===== src/hw/rtl/bpa_pkg.sv =====
package bpa_pkg;

	// Fixed field widths
	localparam int REQ_W  = 20;
	localparam int PIDX_W = 10;
	localparam int ST_W   = 2;
	localparam int ORD_W  = 4;

	// Default configuration
	localparam int NUM_ORDERS_DEF      = 11;
	localparam int PAGE_BYTES_LOG2_DEF = 10;
	localparam int HEADER_BYTES_DEF    = 16;

	// Result status codes
	localparam logic [ST_W-1:0] ST_OK      = 2'd0;
	localparam logic [ST_W-1:0] ST_NOMEM   = 2'd1;
	localparam logic [ST_W-1:0] ST_BADFREE = 2'd2;

	// Datapath operations, one per controller step
	typedef enum logic [4:0] {
		OP_NOP,
		OP_CLEAR,
		OP_LOAD,
		OP_SEARCH,
		OP_POP,
		OP_POP_WR,
		OP_SPLIT,
		OP_FREE_CHK,
		OP_BUD_RD,
		OP_BUD_CHK,
		OP_UNL_RD,
		OP_UNL_WR,
		OP_WALK_RD,
		OP_WALK_CHK,
		OP_FIX_RD,
		OP_FIX_WR,
		OP_FIX_NIL,
		OP_MERGE,
		OP_MERGE_ORD,
		OP_PUSH
	} dp_op_t;

	typedef struct packed {
		dp_op_t          op;
		logic            fin;   // finish item this cycle
		logic [ST_W-1:0] res;   // status of the finished item
		logic            blk;   // report the allocated page
	} dp_cmd_t;

	typedef struct packed {
		logic clr_last;
		logic too_big;
		logic cur_end;
		logic head_valid;
		logic i_done;
		logic free_bad;
		logic top;
		logic bud_ok;
		logic head_is_bud;
		logic walk_end;
		logic nx_is_bud;
	} dp_stat_t;

endpackage


===== src/hw/rtl/bpa_ctrl.sv =====
module bpa_ctrl (
	input  logic               clk,
	input  logic               arst_n,
	input  logic               start,
	input  logic               kind,
	output logic               busy,
	output bpa_pkg::dp_cmd_t   cmd,
	input  bpa_pkg::dp_stat_t  stat
);
	import bpa_pkg::*;

	typedef enum logic [4:0] {
		S_CLEAR,
		S_IDLE,
		S_SEARCH,
		S_POP,
		S_POP_WR,
		S_SPLIT,
		S_FREE_CHK,
		S_BUD_RD,
		S_BUD_CHK,
		S_UNL_RD,
		S_UNL_WR,
		S_WALK_RD,
		S_WALK_CHK,
		S_FIX_RD,
		S_FIX_WR,
		S_FIX_NIL,
		S_MERGE,
		S_MERGE_ORD,
		S_PUSH
	} state_t;

	state_t state_q, state_d;

	// Next state and command
	always_comb begin
		state_d = state_q;
		cmd.op  = OP_NOP;
		cmd.fin = 1'b0;
		cmd.res = ST_OK;
		cmd.blk = 1'b0;
		unique case (state_q)
			S_CLEAR: begin
				cmd.op = OP_CLEAR;
				if (stat.clr_last)
					state_d = S_IDLE;
			end
			S_IDLE: begin
				if (start) begin
					cmd.op  = OP_LOAD;
					state_d = kind ? S_FREE_CHK : S_SEARCH;
				end
			end
			S_SEARCH: begin
				cmd.op = OP_SEARCH;
				if (stat.too_big || stat.cur_end) begin
					cmd.fin = 1'b1;
					cmd.res = ST_NOMEM;
					state_d = S_IDLE;
				end else if (stat.head_valid) begin
					state_d = S_POP;
				end
			end
			S_POP: begin
				cmd.op  = OP_POP;
				state_d = S_POP_WR;
			end
			S_POP_WR: begin
				cmd.op  = OP_POP_WR;
				state_d = S_SPLIT;
			end
			S_SPLIT: begin
				cmd.op = OP_SPLIT;
				if (stat.i_done) begin
					cmd.fin = 1'b1;
					cmd.blk = 1'b1;
					state_d = S_IDLE;
				end
			end
			S_FREE_CHK: begin
				cmd.op = OP_FREE_CHK;
				if (stat.free_bad) begin
					cmd.fin = 1'b1;
					cmd.res = ST_BADFREE;
					state_d = S_IDLE;
				end else begin
					state_d = S_BUD_RD;
				end
			end
			S_BUD_RD: begin
				cmd.op  = OP_BUD_RD;
				state_d = stat.top ? S_PUSH : S_BUD_CHK;
			end
			S_BUD_CHK: begin
				cmd.op = OP_BUD_CHK;
				priority if (!stat.bud_ok)
					state_d = S_PUSH;
				else if (stat.head_is_bud)
					state_d = S_UNL_RD;
				else
					state_d = S_WALK_RD;
			end
			S_UNL_RD: begin
				cmd.op  = OP_UNL_RD;
				state_d = S_UNL_WR;
			end
			S_UNL_WR: begin
				cmd.op  = OP_UNL_WR;
				state_d = S_MERGE;
			end
			S_WALK_RD: begin
				cmd.op  = OP_WALK_RD;
				state_d = stat.walk_end ? S_MERGE : S_WALK_CHK;
			end
			S_WALK_CHK: begin
				cmd.op  = OP_WALK_CHK;
				state_d = stat.nx_is_bud ? S_FIX_RD : S_WALK_RD;
			end
			S_FIX_RD: begin
				cmd.op  = OP_FIX_RD;
				state_d = S_FIX_WR;
			end
			S_FIX_WR: begin
				cmd.op  = OP_FIX_WR;
				state_d = S_FIX_NIL;
			end
			S_FIX_NIL: begin
				cmd.op  = OP_FIX_NIL;
				state_d = S_MERGE;
			end
			S_MERGE: begin
				cmd.op  = OP_MERGE;
				state_d = S_MERGE_ORD;
			end
			S_MERGE_ORD: begin
				cmd.op  = OP_MERGE_ORD;
				state_d = S_BUD_RD;
			end
			S_PUSH: begin
				cmd.op  = OP_PUSH;
				cmd.fin = 1'b1;
				state_d = S_IDLE;
			end
			default: state_d = S_IDLE;
		endcase
	end

	always_ff @(posedge clk or negedge arst_n) begin
		if (!arst_n)
			state_q <= S_CLEAR;
		else
			state_q <= state_d;
	end

	assign busy = state_q != S_IDLE;

endmodule


===== config.mk =====
export PLATFORM = sky130hd
export DESIGN_NAME = bpa_ctrl
export DESIGN_NICKNAME = d
export VERILOG_FILES = /design/src/hw/rtl/bpa_pkg.sv /design/src/hw/rtl/bpa_ctrl.sv
export SDC_FILE = /design/constraint.sdc
export NUM_CORES = 1
export LEC_CHECK = 0
export ABC_AREA = 1
export BUFFER_PORTS_ARGS = -buffer_cell sky130_fd_sc_hd__buf_2
export CORE_MARGIN = 10
export CORE_UTILIZATION = 35
export CTS_CLUSTER_DIAMETER = 50
export DETAILED_ROUTE_END_ITERATION = 6
export SETUP_SLACK_MARGIN = 0.05
export SYNTH_ARGS = -nofsm -noshare
export SYNTH_HDL_FRONTEND = slang
export SYNTH_SLANG_ARGS = --single-unit

===== constraint.sdc =====
create_clock -name clk -period 2.9 [get_ports clk]
set_clock_uncertainty 0.2 [all_clocks]
set_input_delay 0.29 -clock clk [delete_from_list [all_inputs] [get_ports clk]]
set_output_delay 0.29 -clock clk [all_outputs]
set_load 0.02 [all_outputs]

### After elaboration in Yosys (flattened, before gate mapping)

Cells that the tools add are included.

* eq/ne operators: 23
* multiplexer cells: 21
* reduce and logical (&&, ||, !) cells: 4

Operator list (number)
* $pmux 5 s19: 1
* $pmux 5 s17: 1
* $eq 5x4->1 const B: 8
* $mux 5: 8
* $eq 5x3->1 const B: 4
* $eq 5x5->1 const B: 3
* $mux 3: 5
* $eq 5x2->1 const B: 2
* $ne 2x2->1 const B: 3
* $eq 5x1->1 const B: 1
* $logic_not 5->1: 1
* $ne 5x1->1 const B: 1
* $mux 2: 2
* $pmux 1 s4: 1
* $pmux 2 s2: 1
* $reduce_and 4->1: 1
* $ne 3x3->1 const B: 1
* $mux 1: 2
* $reduce_or 2->1: 1
* $logic_or 1x1->1: 1

* bits in registers: 5
* input bits: 15
* output and inout port bits: 10
* word-level logic and storage cells: 49

### Depth between registers and ports, before layout

Gate-level depths: netlist of the first run.

* depth in word-level cells: 3
* depth in mapped cells: 11
* gate-level depth less buffers: 10

### Worst setup path before layout of the first run

Ideal clock, no wire load.

* path kind: register -> output
* from: reg state_q[0]
* to: out cmd[3] (netlist bit)
* arrival time: 1.397 ns
* required time: 2.410 ns
* setup slack: 1.013 ns
* cell stages (with the launch flop): 9
* path buffers: 1
* path through: dfrtp_1 -> buf_4 -> inv_1 -> nand2_1 -> nor2_1 -> nand2_1 -> nor2_1 -> nor3b_1 -> nand2_1

RTL lines
* start: declaration: RTL line bpa_ctrl.sv:34 `state_t state_q, state_d;`
* start signal: assignment: RTL line bpa_ctrl.sv:153 `state_q <= state_d;`
* end: declaration: RTL line bpa_ctrl.sv:7 `output bpa_pkg::dp_cmd_t cmd,`

==> results of run 1 <==
-- layout by cell type, fill, tap and decap left out, types with 5 or more instances in the layout --
master	instances
dfrtp_1	5
nor2_2	6
nand3_1	15
nor2_1	21
nand4_1	5
nand2_1	38
buf_2	24
inv_1	13
-- area by class of cell --
| cell class | instances | area share |
|---|---|---|
| inverter | 16 | 0.0659 |
| clock buffer | 4 | 0.0288 |
| sequential | 5 | 0.137 |
| tap | 27 | 0.0371 |
| timing repair buffer | 25 | 0.143 |
| multi-input combinational | 109 | 0.588 |
-- Yosys cell counts (all sizes together), types with 2 or more instances --
library cell and number:
dfrtp 5, a21oi 2, nor2 30, inv 16
nand2 40, o21ai 2, nand4 5, nand3 15
nand3b 3, buf 2, nor3 3, or2 2
nor3b 3
-- cell families after synthesis --
family          Yosys count
buf+inv                  18
simple gates            102
compound gates            7
flops                     5
-- timing repair --
item	CTS	global route
hold buffers	1	0
setup buffers	0	0
endpoints found under the hold margin	5	0
resized for setup	0	0
-- final timing paths --
check	end	slack (ns)	depth (start not counted)
worst min register to register	state_q[3]	0.60	3
max in group asynchronous	state_q[3]	2.18	2
worst min-delay path	state_q[1]	0.13	4
min in group asynchronous	state_q[1]	0.18	2
worst max register to register	state_q[2]	1.09	8
worst max-delay path	cmd[7]	0.49	6
-- through the flow --
| stage | instances | power (mW) | hold slack (ns) |
|---|---|---|---|
| 2_1_floorplan | 132 | 0.759 | -0.206 |
| 3_3_place_gp | 181 | 0.994 | -0.0975 |
| 3_5_place_dp | 181 | 0.965 | -0.0943 |
| 4_1_cts | 186 | 1.05 | 0.139 |
| 5_1_grt | 186 | 1.16 | 0.138 |
| 6_report | 186 | 1.05 | 0.131 |
-- where the power goes --
group          switching (mW)  internal (mW)
Clock                  0.0321         0.0523
Sequential             0.0719          0.103
Combinational           0.527          0.261
-- metal layers --
metal	up-vias	part of all wire	global-route usage
li1	488	-	-
met1	402	0.43	0.137
met2	43	0.47	0.175
met3	8	0.070	0.0220
met4	0	0.030	0.0628
met5	-	0	0
-- critical path: stages, from the launching register on --
cell and delay (ns):
dfrtp_1 0.53, inv_2 0.16, nand3_1 0.16, nor2_1 0.10
nor3b_1 0.36, o2111ai_1 0.17, buf_2 0.19
==> flow_metrics.tcl, run 1 <==
set metrics [dict create \
    status "complete, no violations" \
    drc 0 \
    grt_max_degree 11 \
    die-area_mm2 0.00435 \
    place_ws_ns 0.831 \
    final-setup-viol-count 0 \
    initial_core_util 0.373 \
    globalplace.congestion 0.893 \
    synth_nets 147 \
    io_buffer_count 24 \
    ir_drop_v 0.000495 \
    cap_violations 0 \
    crit_type "reg2out" \
    slew_viol_final 0 \
    synth_area_leaders "nand2_1, dfrtp_1, nor2_1, nand3_1, inv_1" \
    grt_overflow_total 0 \
    n_antenna_cell 0 \
    layout.nets 175 \
    syn-instance-count 132 \
    top_regs "state_q (5)" \
    synth_compound_area_frac 0.0609 \
    ys_seq_area_frac 0.169 \
    timing.final.crit_share 0.832 \
    syn_to_final_growth_pct 23.2 \
    synthMuxAreaShare 0 \
    hold_viol_final 0 \
    numCtsBuffers 3 \
    h-tree-depth 1 \
    endpoint_kind "output pin" \
    yosys.area_share.simple 0.663 \
    synth_fa_ha_area_frac 0 \
    top_register "state_q" \
    largest_reg_flops 5 \
    relSlewSlack 0.721 \
    cts_buffer_depth 2 \
    multi_input_area_um2 536 \
    ff_latch_area_um2 125 \
    post-route-util 0.460 \
    cts_sinks 5 \
    synth_seq_cells 5 \
    cts-root-buf "clkbuf_4" \
    grt_setup_unrepaired "no" \
    num_vias 941 \
    synthFlopType "dfrtp_1" \
    grt_pass1_wl_um 3950 \
    synth_edf_count 0 \
    grt_pass1_vias 900 \
    synth-async-reset-ratio 1.00 \
    worst_pin_slew_ns 0.419 \
    hpwlAfterDp_um 2050 \
    fin_crit_ns 2.41 \
    die_h_um 66.0 \
    synth_top_family_by_area "simple AND/OR/NAND/NOR gates" \
    wire_per_inst_um 12.9 \
    clk_pin_slew_ns 0.05 \
    via_per_inst 5.06 \
    yosys.area.top_type "nand2_1" \
    wl_um 2390 \
    fin_area_um2 911 \
    critPathMaxFanout 9 \
    tritoncts "yes" \
    yosysWarningCount 0 \
    firstDrtPassIters 4 \
    syn_area_um2 739 \
    floorplan.rows 16 \
    drtAntennaViolNets 0 \
    synth_xor_area_frac 0 \
    tns_ns 0 \
    crit_arrival_ns 1.92 \
    first_iter_violations 36 \
    netlist.area_leader.share 0.193 \
    drive_gt1_frac 0.264 \
    post_dp_cell_area_um2 875 \
    holdCritPathClass "in2reg" \
    final.fill_count 221 \
    synth.avg_cell_area_um2 5.60 \
    clk_latency_ns 0.25 \
    coreArea_mm2 0.00198 \
    hold_start "stat[7]" \
    max_freq_mhz 414 \
    antenna_found_initial 0 \
    p_per_area_mw_per_mm2 1150 \
    r2r-start "state_q[4]" \
    finalWorstSetupSlack_ns 0.486 \
    p_leak_nw 0.542 \
    die_x_um 66.0 \
    synth_cell_types 23 \
    track_usage 0.111 \
    start_kind "register" \
    worstPathRequired_ns 2.41 \
    io_pins 25 \
    crit_start "state_q[4]" \
]
Power figures use the tool's default switching activity.
==> inputs of run 2 (changes only) <==
==> constraint.sdc (replaced) <==
create_clock -name clk -period 2.2 [get_ports clk]
set_clock_uncertainty 0.2 [all_clocks]
set_input_delay 0.22 -clock clk [delete_from_list [all_inputs] [get_ports clk]]
set_output_delay 0.22 -clock clk [all_outputs]
set_load 0.02 [all_outputs]
==> flow_metrics.tcl, run 2 (synthesis results as in run 1) <==
set metrics [dict create \
    drc 0 \
    holdCritPathClass "in2reg" \
    die_h_um 66.0 \
    critPathTopFamily "simple AND/OR/NAND/NOR gates" \
    crit_chain "inv_2, nand3_1, nor2_1, nor3b_2, o2111ai_1, buf_2" \
    fin_crit_ns 2.13 \
    critical_path.slowest_cell "dfrtp_2" \
    die_x_um 66.0 \
    hold_viol_final 0 \
    worstPathRequired_ns 1.78 \
    io_buffer_count 24 \
    worst_pin_slew_ns 0.303 \
    antenna_found_initial 0 \
    top_regs "state_q (5)" \
    final_cell_mix "nand2_1, buf_2, nor2_1" \
    floorplan.rows 16 \
    ir_drop_v 0.000895 \
    cts_sinks 5 \
    initial_core_util 0.373 \
    timing.final.crit_share 0.967 \
    max_freq_mhz 470 \
    wl_um 2540 \
    top_register "state_q" \
    crit_type "reg2out" \
    post_dp_cell_area_um2 882 \
    largest_reg_flops 5 \
    io_pins 25 \
    track_usage 0.119 \
    start_kind "register" \
    tritoncts "yes" \
    drtAntennaViolNets 0 \
    coreArea_mm2 0.00198 \
    slew_viol_final 0 \
    globalplace.congestion 0.971 \
    critPathMaxFanout 9 \
    cts-root-buf "clkbuf_4" \
    cts_buffer_depth 2 \
    final.fill_count 221 \
    grt_pass1_vias 911 \
    h-tree-depth 1 \
    post_cts_buffers 0 \
    p_per_area_mw_per_mm2 1540 \
    relSlewSlack 0.796 \
    firstDrtPassIters 4 \
    first_iter_violations 50 \
    status "complete, no violations" \
    tns_ns 0 \
    numCtsBuffers 3 \
    syn_to_final_growth_pct 26.2 \
    p_leak_nw 0.544 \
    slowest_delay_ns 0.48 \
    clk_latency_ns 0.25 \
    grt_setup_unrepaired "yes" \
    via_per_inst 5.14 \
    endpoint_kind "output pin" \
    fin_area_um2 933 \
    drive_gt1_frac 0.313 \
    grt_overflow_total 0 \
    grt_max_degree 11 \
    timing.hold.ws_ns 0.0513 \
    crit_arrival_ns 1.71 \
    final-setup-viol-count 0 \
    cap_violations 0 \
    grt_pass1_wl_um 4170 \
    num_vias 961 \
    hpwlAfterDp_um 2200 \
    clk_pin_slew_ns 0.05 \
    power_mw 1.44 \
    n_antenna_cell 0 \
    wire_per_inst_um 13.6 \
    layout.nets 176 \
    mostFrequentLayoutCell "nand2_1" \
    path_buf_inv 2 \
    die-area_mm2 0.00435 \
]
==> run 2: cell types whose count changed in the layout (fill, tap and decap cells not counted) <==
cell     change
nor3b_1      -1
nor2_1       -2
buf_4        +1
nor3b_2      +1
nor2_2       +2
dfrtp_1      -4
dfrtp_2      +4
==> run 2: path summary, 6_finish.rpt <==
| path | from | endpoint | slack [ns] | cells past startpoint |
|---|---|---|---|---|
| setup / recovery | state_q[4] | cmd[7] | 0.07 | 6 |
| hold / removal | stat[4] | state_q[4] | 0.05 | 3 |
| setup reg to reg | state_q[4] | state_q[2] | 0.48 | 9 |
| hold reg to reg | state_q[2] | state_q[4] | 0.61 | 3 |
| max in group asynchronous | arst_n | state_q[1] | 1.55 | 2 |
| min in group asynchronous | arst_n | state_q[3] | 0.10 | 2 |
==> run 2: metal layers <==
| metal | up-vias | GRT usage | routed length, um |
|---|---|---|---|
| li1 | 487 | - | - |
| met1 | 426 | 0.142 | 1100 |
| met2 | 42 | 0.207 | 1260 |
| met3 | 6 | 0.0119 | 147 |
| met4 | 0 | 0.0550 | 27 |
| met5 | - | 0 | 0 |
==> run 2: cell type report <==
cell class | instances | area, um2 | share of cell area
clock buffer | 4 | 26.3 | 0.0282
timing repair buffer | 26 | 138 | 0.147
inverter | 16 | 60.1 | 0.0643
sequential | 5 | 130 | 0.139
multi-input combinational | 109 | 546 | 0.584
tap | 27 | 33.8 | 0.0362
==> run 2: what timing repair did <==
action	CTS	global route
hold buffers	1	0
gates cloned	0	0
hold endpoints to repair	5	0
resized for setup	3	4
setup endpoints to repair	2	6
==> run 2: worst reg2reg max path: cells and delay by family (launching register included) <==
| family | cells | cell delay (ns) |
|---|---|---|
| AND/OR/NAND/NOR | 8 | 0.80 |
| buffers and inverters | 1 | 0.15 |
| flip-flops | 1 | 0.49 |
==> run 2: where the power goes <==
part | total [mW] | internal (mW) | switching (mW)
logic | 1.09 | 0.364 | 0.723
registers | 0.241 | 0.142 | 0.0993
clock network | 0.111 | 0.0689 | 0.0419
==> run 2: metrics by stage <==
stage	std cells	utilization	setup slack (ns)
6_report	187	0.471	0.0720
5_1_grt	187	0.471	-0.0187
4_1_cts	187	0.467	0.100
3_5_place_dp	182	0.445	0.175
3_3_place_gp	182	0.445	0.0879
2_1_floorplan	132	-	0.383
==> inputs of run 3 (changes only) <==
--- a/config.mk
+++ b/config.mk
@@ -8,9 +8,11 @@
 export ABC_AREA = 1
 export BUFFER_PORTS_ARGS = -buffer_cell sky130_fd_sc_hd__buf_2
 export CORE_MARGIN = 10
-export CORE_UTILIZATION = 35
+export CORE_UTILIZATION = 44
 export CTS_CLUSTER_DIAMETER = 50
 export DETAILED_ROUTE_END_ITERATION = 6
+export PLACE_DENSITY = 0.74
+export REMOVE_ABC_BUFFERS = 1
 export SETUP_SLACK_MARGIN = 0.05
 export SYNTH_ARGS = -nofsm -noshare
 export SYNTH_HDL_FRONTEND = slang
==> flow_metrics.tcl, run 3 (synthesis results as in run 1) <==
set metrics [dict create \
    first_iter_violations 65 \
    h-tree-depth 1 \
    clk_pin_slew_ns 0.05 \
    start_kind "register" \
    drc 0 \
    pwr-share-comb 0.753 \
    endpoint_kind "output pin" \
    final-setup-viol-count 0 \
    floorplan.rows 14 \
    post_cts_buffers 0 \
    layout.nets 176 \
    drive_gt1_frac 0.331 \
    initial_core_util 0.480 \
    status "complete, no violations" \
    grt_max_degree 11 \
    via_per_inst 5.63 \
    wire_per_inst_um 14.3 \
    clk_latency_ns 0.24 \
    post_dp_cell_area_um2 868 \
    globalplace.congestion 1.01 \
    fin_crit_ns 2.07 \
    final.fill_count 144 \
    coreArea_mm2 0.00154 \
    finalWorstSetupSlack_ns 0.134 \
    cts_buffer_depth 2 \
    cap_violations 0 \
    slew_viol_final 0 \
    fin_area_um2 936 \
    hold_viol_final 0 \
    p_per_area_mw_per_mm2 1540 \
    pwr-share-clk 0.074 \
    die_x_um 61.0 \
    timing.final.crit_share 0.939 \
    cts-root-buf "clkbuf_4" \
    io_buffer_count 24 \
    p_seq_frac 0.174 \
    finalNonFillerCells 176 \
    numCtsBuffers 3 \
    mostFrequentLayoutCell "nand2_1" \
    place_ws_ns 0.241 \
    ir_drop_v 0.000885 \
    crit_arrival_ns 1.65 \
    grt_setup_unrepaired "no" \
    cts_sinks 5 \
    tritoncts "yes" \
    largest_reg_flops 5 \
    worst_pin_slew_ns 0.358 \
    top_register "state_q" \
    placedCellCount 171 \
    firstDrtPassIters 4 \
    grt_overflow_total 0 \
    p_sw_frac 0.596 \
    switchingPower_mw 0.861 \
    final_cell_mix "nand2_1, buf_2, nor2_1" \
    syn_to_final_growth_pct 26.6 \
    max_freq_mhz 484 \
    p_int_mw 0.585 \
    antenna_found_initial 0 \
    die_h_um 61.0 \
    io_pins 25 \
    grt_pass1_wl_um 3810 \
    critPathMaxFanout 5 \
    crit_type "reg2out" \
    n_antenna_cell 0 \
    tns_ns 0 \
    hpwlAfterDp_um 2070 \
    drtAntennaViolNets 0 \
    relSlewSlack 0.758 \
    holdCritPathClass "in2reg" \
    num_vias 990 \
    wl_um 2510 \
    worstPathRequired_ns 1.78 \
    die-area_mm2 0.00372 \
    p_leak_nw 0.540 \
    grt_pass1_vias 854 \
    top_regs "state_q (5)" \
    track_usage 0.131 \
]
-- run 3: changes by cell type in the layout (fill, tap and decap cells not counted) --
cell / previous run / this run
buf_2: 24 / 23
buf_4: 1 / 2
dfrtp_1: 1 / 0
dfrtp_2: 4 / 5
inv_1: 13 / 12
inv_2: 3 / 4
nand3_1: 15 / 13
nand3_2: 0 / 2
nor2_1: 19 / 20
nor2_2: 8 / 6
nor2_4: 3 / 4
-- run 3: metrics by stage --
step | hold slack, ns | utilization | total power [mW]
2_1_floorplan | -0.276 | - | 0.971
3_3_place_gp | -0.165 | 0.563 | 1.29
3_5_place_dp | -0.163 | 0.563 | 1.29
4_1_cts | 0.0529 | 0.592 | 1.40
5_1_grt | 0.0612 | 0.607 | 1.57
6_report | 0.0475 | 0.607 | 1.45
-- run 3: final timing paths --
kind	start	end	slack, ns	cells past startpoint
setup reg to reg	state_q[4]	state_q[2]	0.43	9
hold / removal	stat[7]	state_q[1]	0.05	4
setup / recovery	state_q[3]	cmd[7]	0.13	7
min in group asynchronous	arst_n	state_q[4]	0.11	2
hold reg to reg	state_q[2]	state_q[4]	0.62	3
max in group asynchronous	arst_n	state_q[0]	1.55	2
-- run 3: cell type report --
cell class              instances  area, um2  share of cell area
multi-input cells             109        558               0.596
repair buffers                 26        140               0.150
flip-flops and latches          5        131               0.140
inverters                      16       60.1              0.0642
clock buffers                   4       26.3              0.0281
well taps                      16       20.0              0.0214
-- run 3: power groups by stage --
| stage | Sequential [mW] | Combinational, mW | Clock [mW] |
|---|---|---|---|
| 2_1_floorplan | 0.208 | 0.763 | 0 |
| 3_3_place_gp | 0.232 | 1.06 | 0 |
| 3_5_place_dp | 0.231 | 1.06 | 0 |
| 4_1_cts | 0.233 | 1.06 | 0.108 |
| 5_1_grt | 0.255 | 1.21 | 0.113 |
| 6_report | 0.251 | 1.09 | 0.107 |
-- run 3: timing repair --
item | in CTS | in global routing
gates resized for setup | 3 | 9
endpoints found under the setup margin | 2 | 2
endpoints found under the hold margin | 5 | 0
hold buffers | 1 | 0
pin swaps | 0 | 2
-- run 3: metal layers --
metal	part of all wire	global-route usage
met3	0.096	0.0334
met2	0.53	0.227
met1	0.37	0.155
met4	0.0092	0.0345
met5	0	0
-- run 3: critical path, cell delays in order, from the launching register on --
cell and delay [ns]:
dfrtp_2 0.45, nand2_1 0.11, inv_2 0.07, nand3_2 0.10, nand2_1 0.09, nor3b_2 0.25
o2111ai_1 0.15, buf_4 0.18
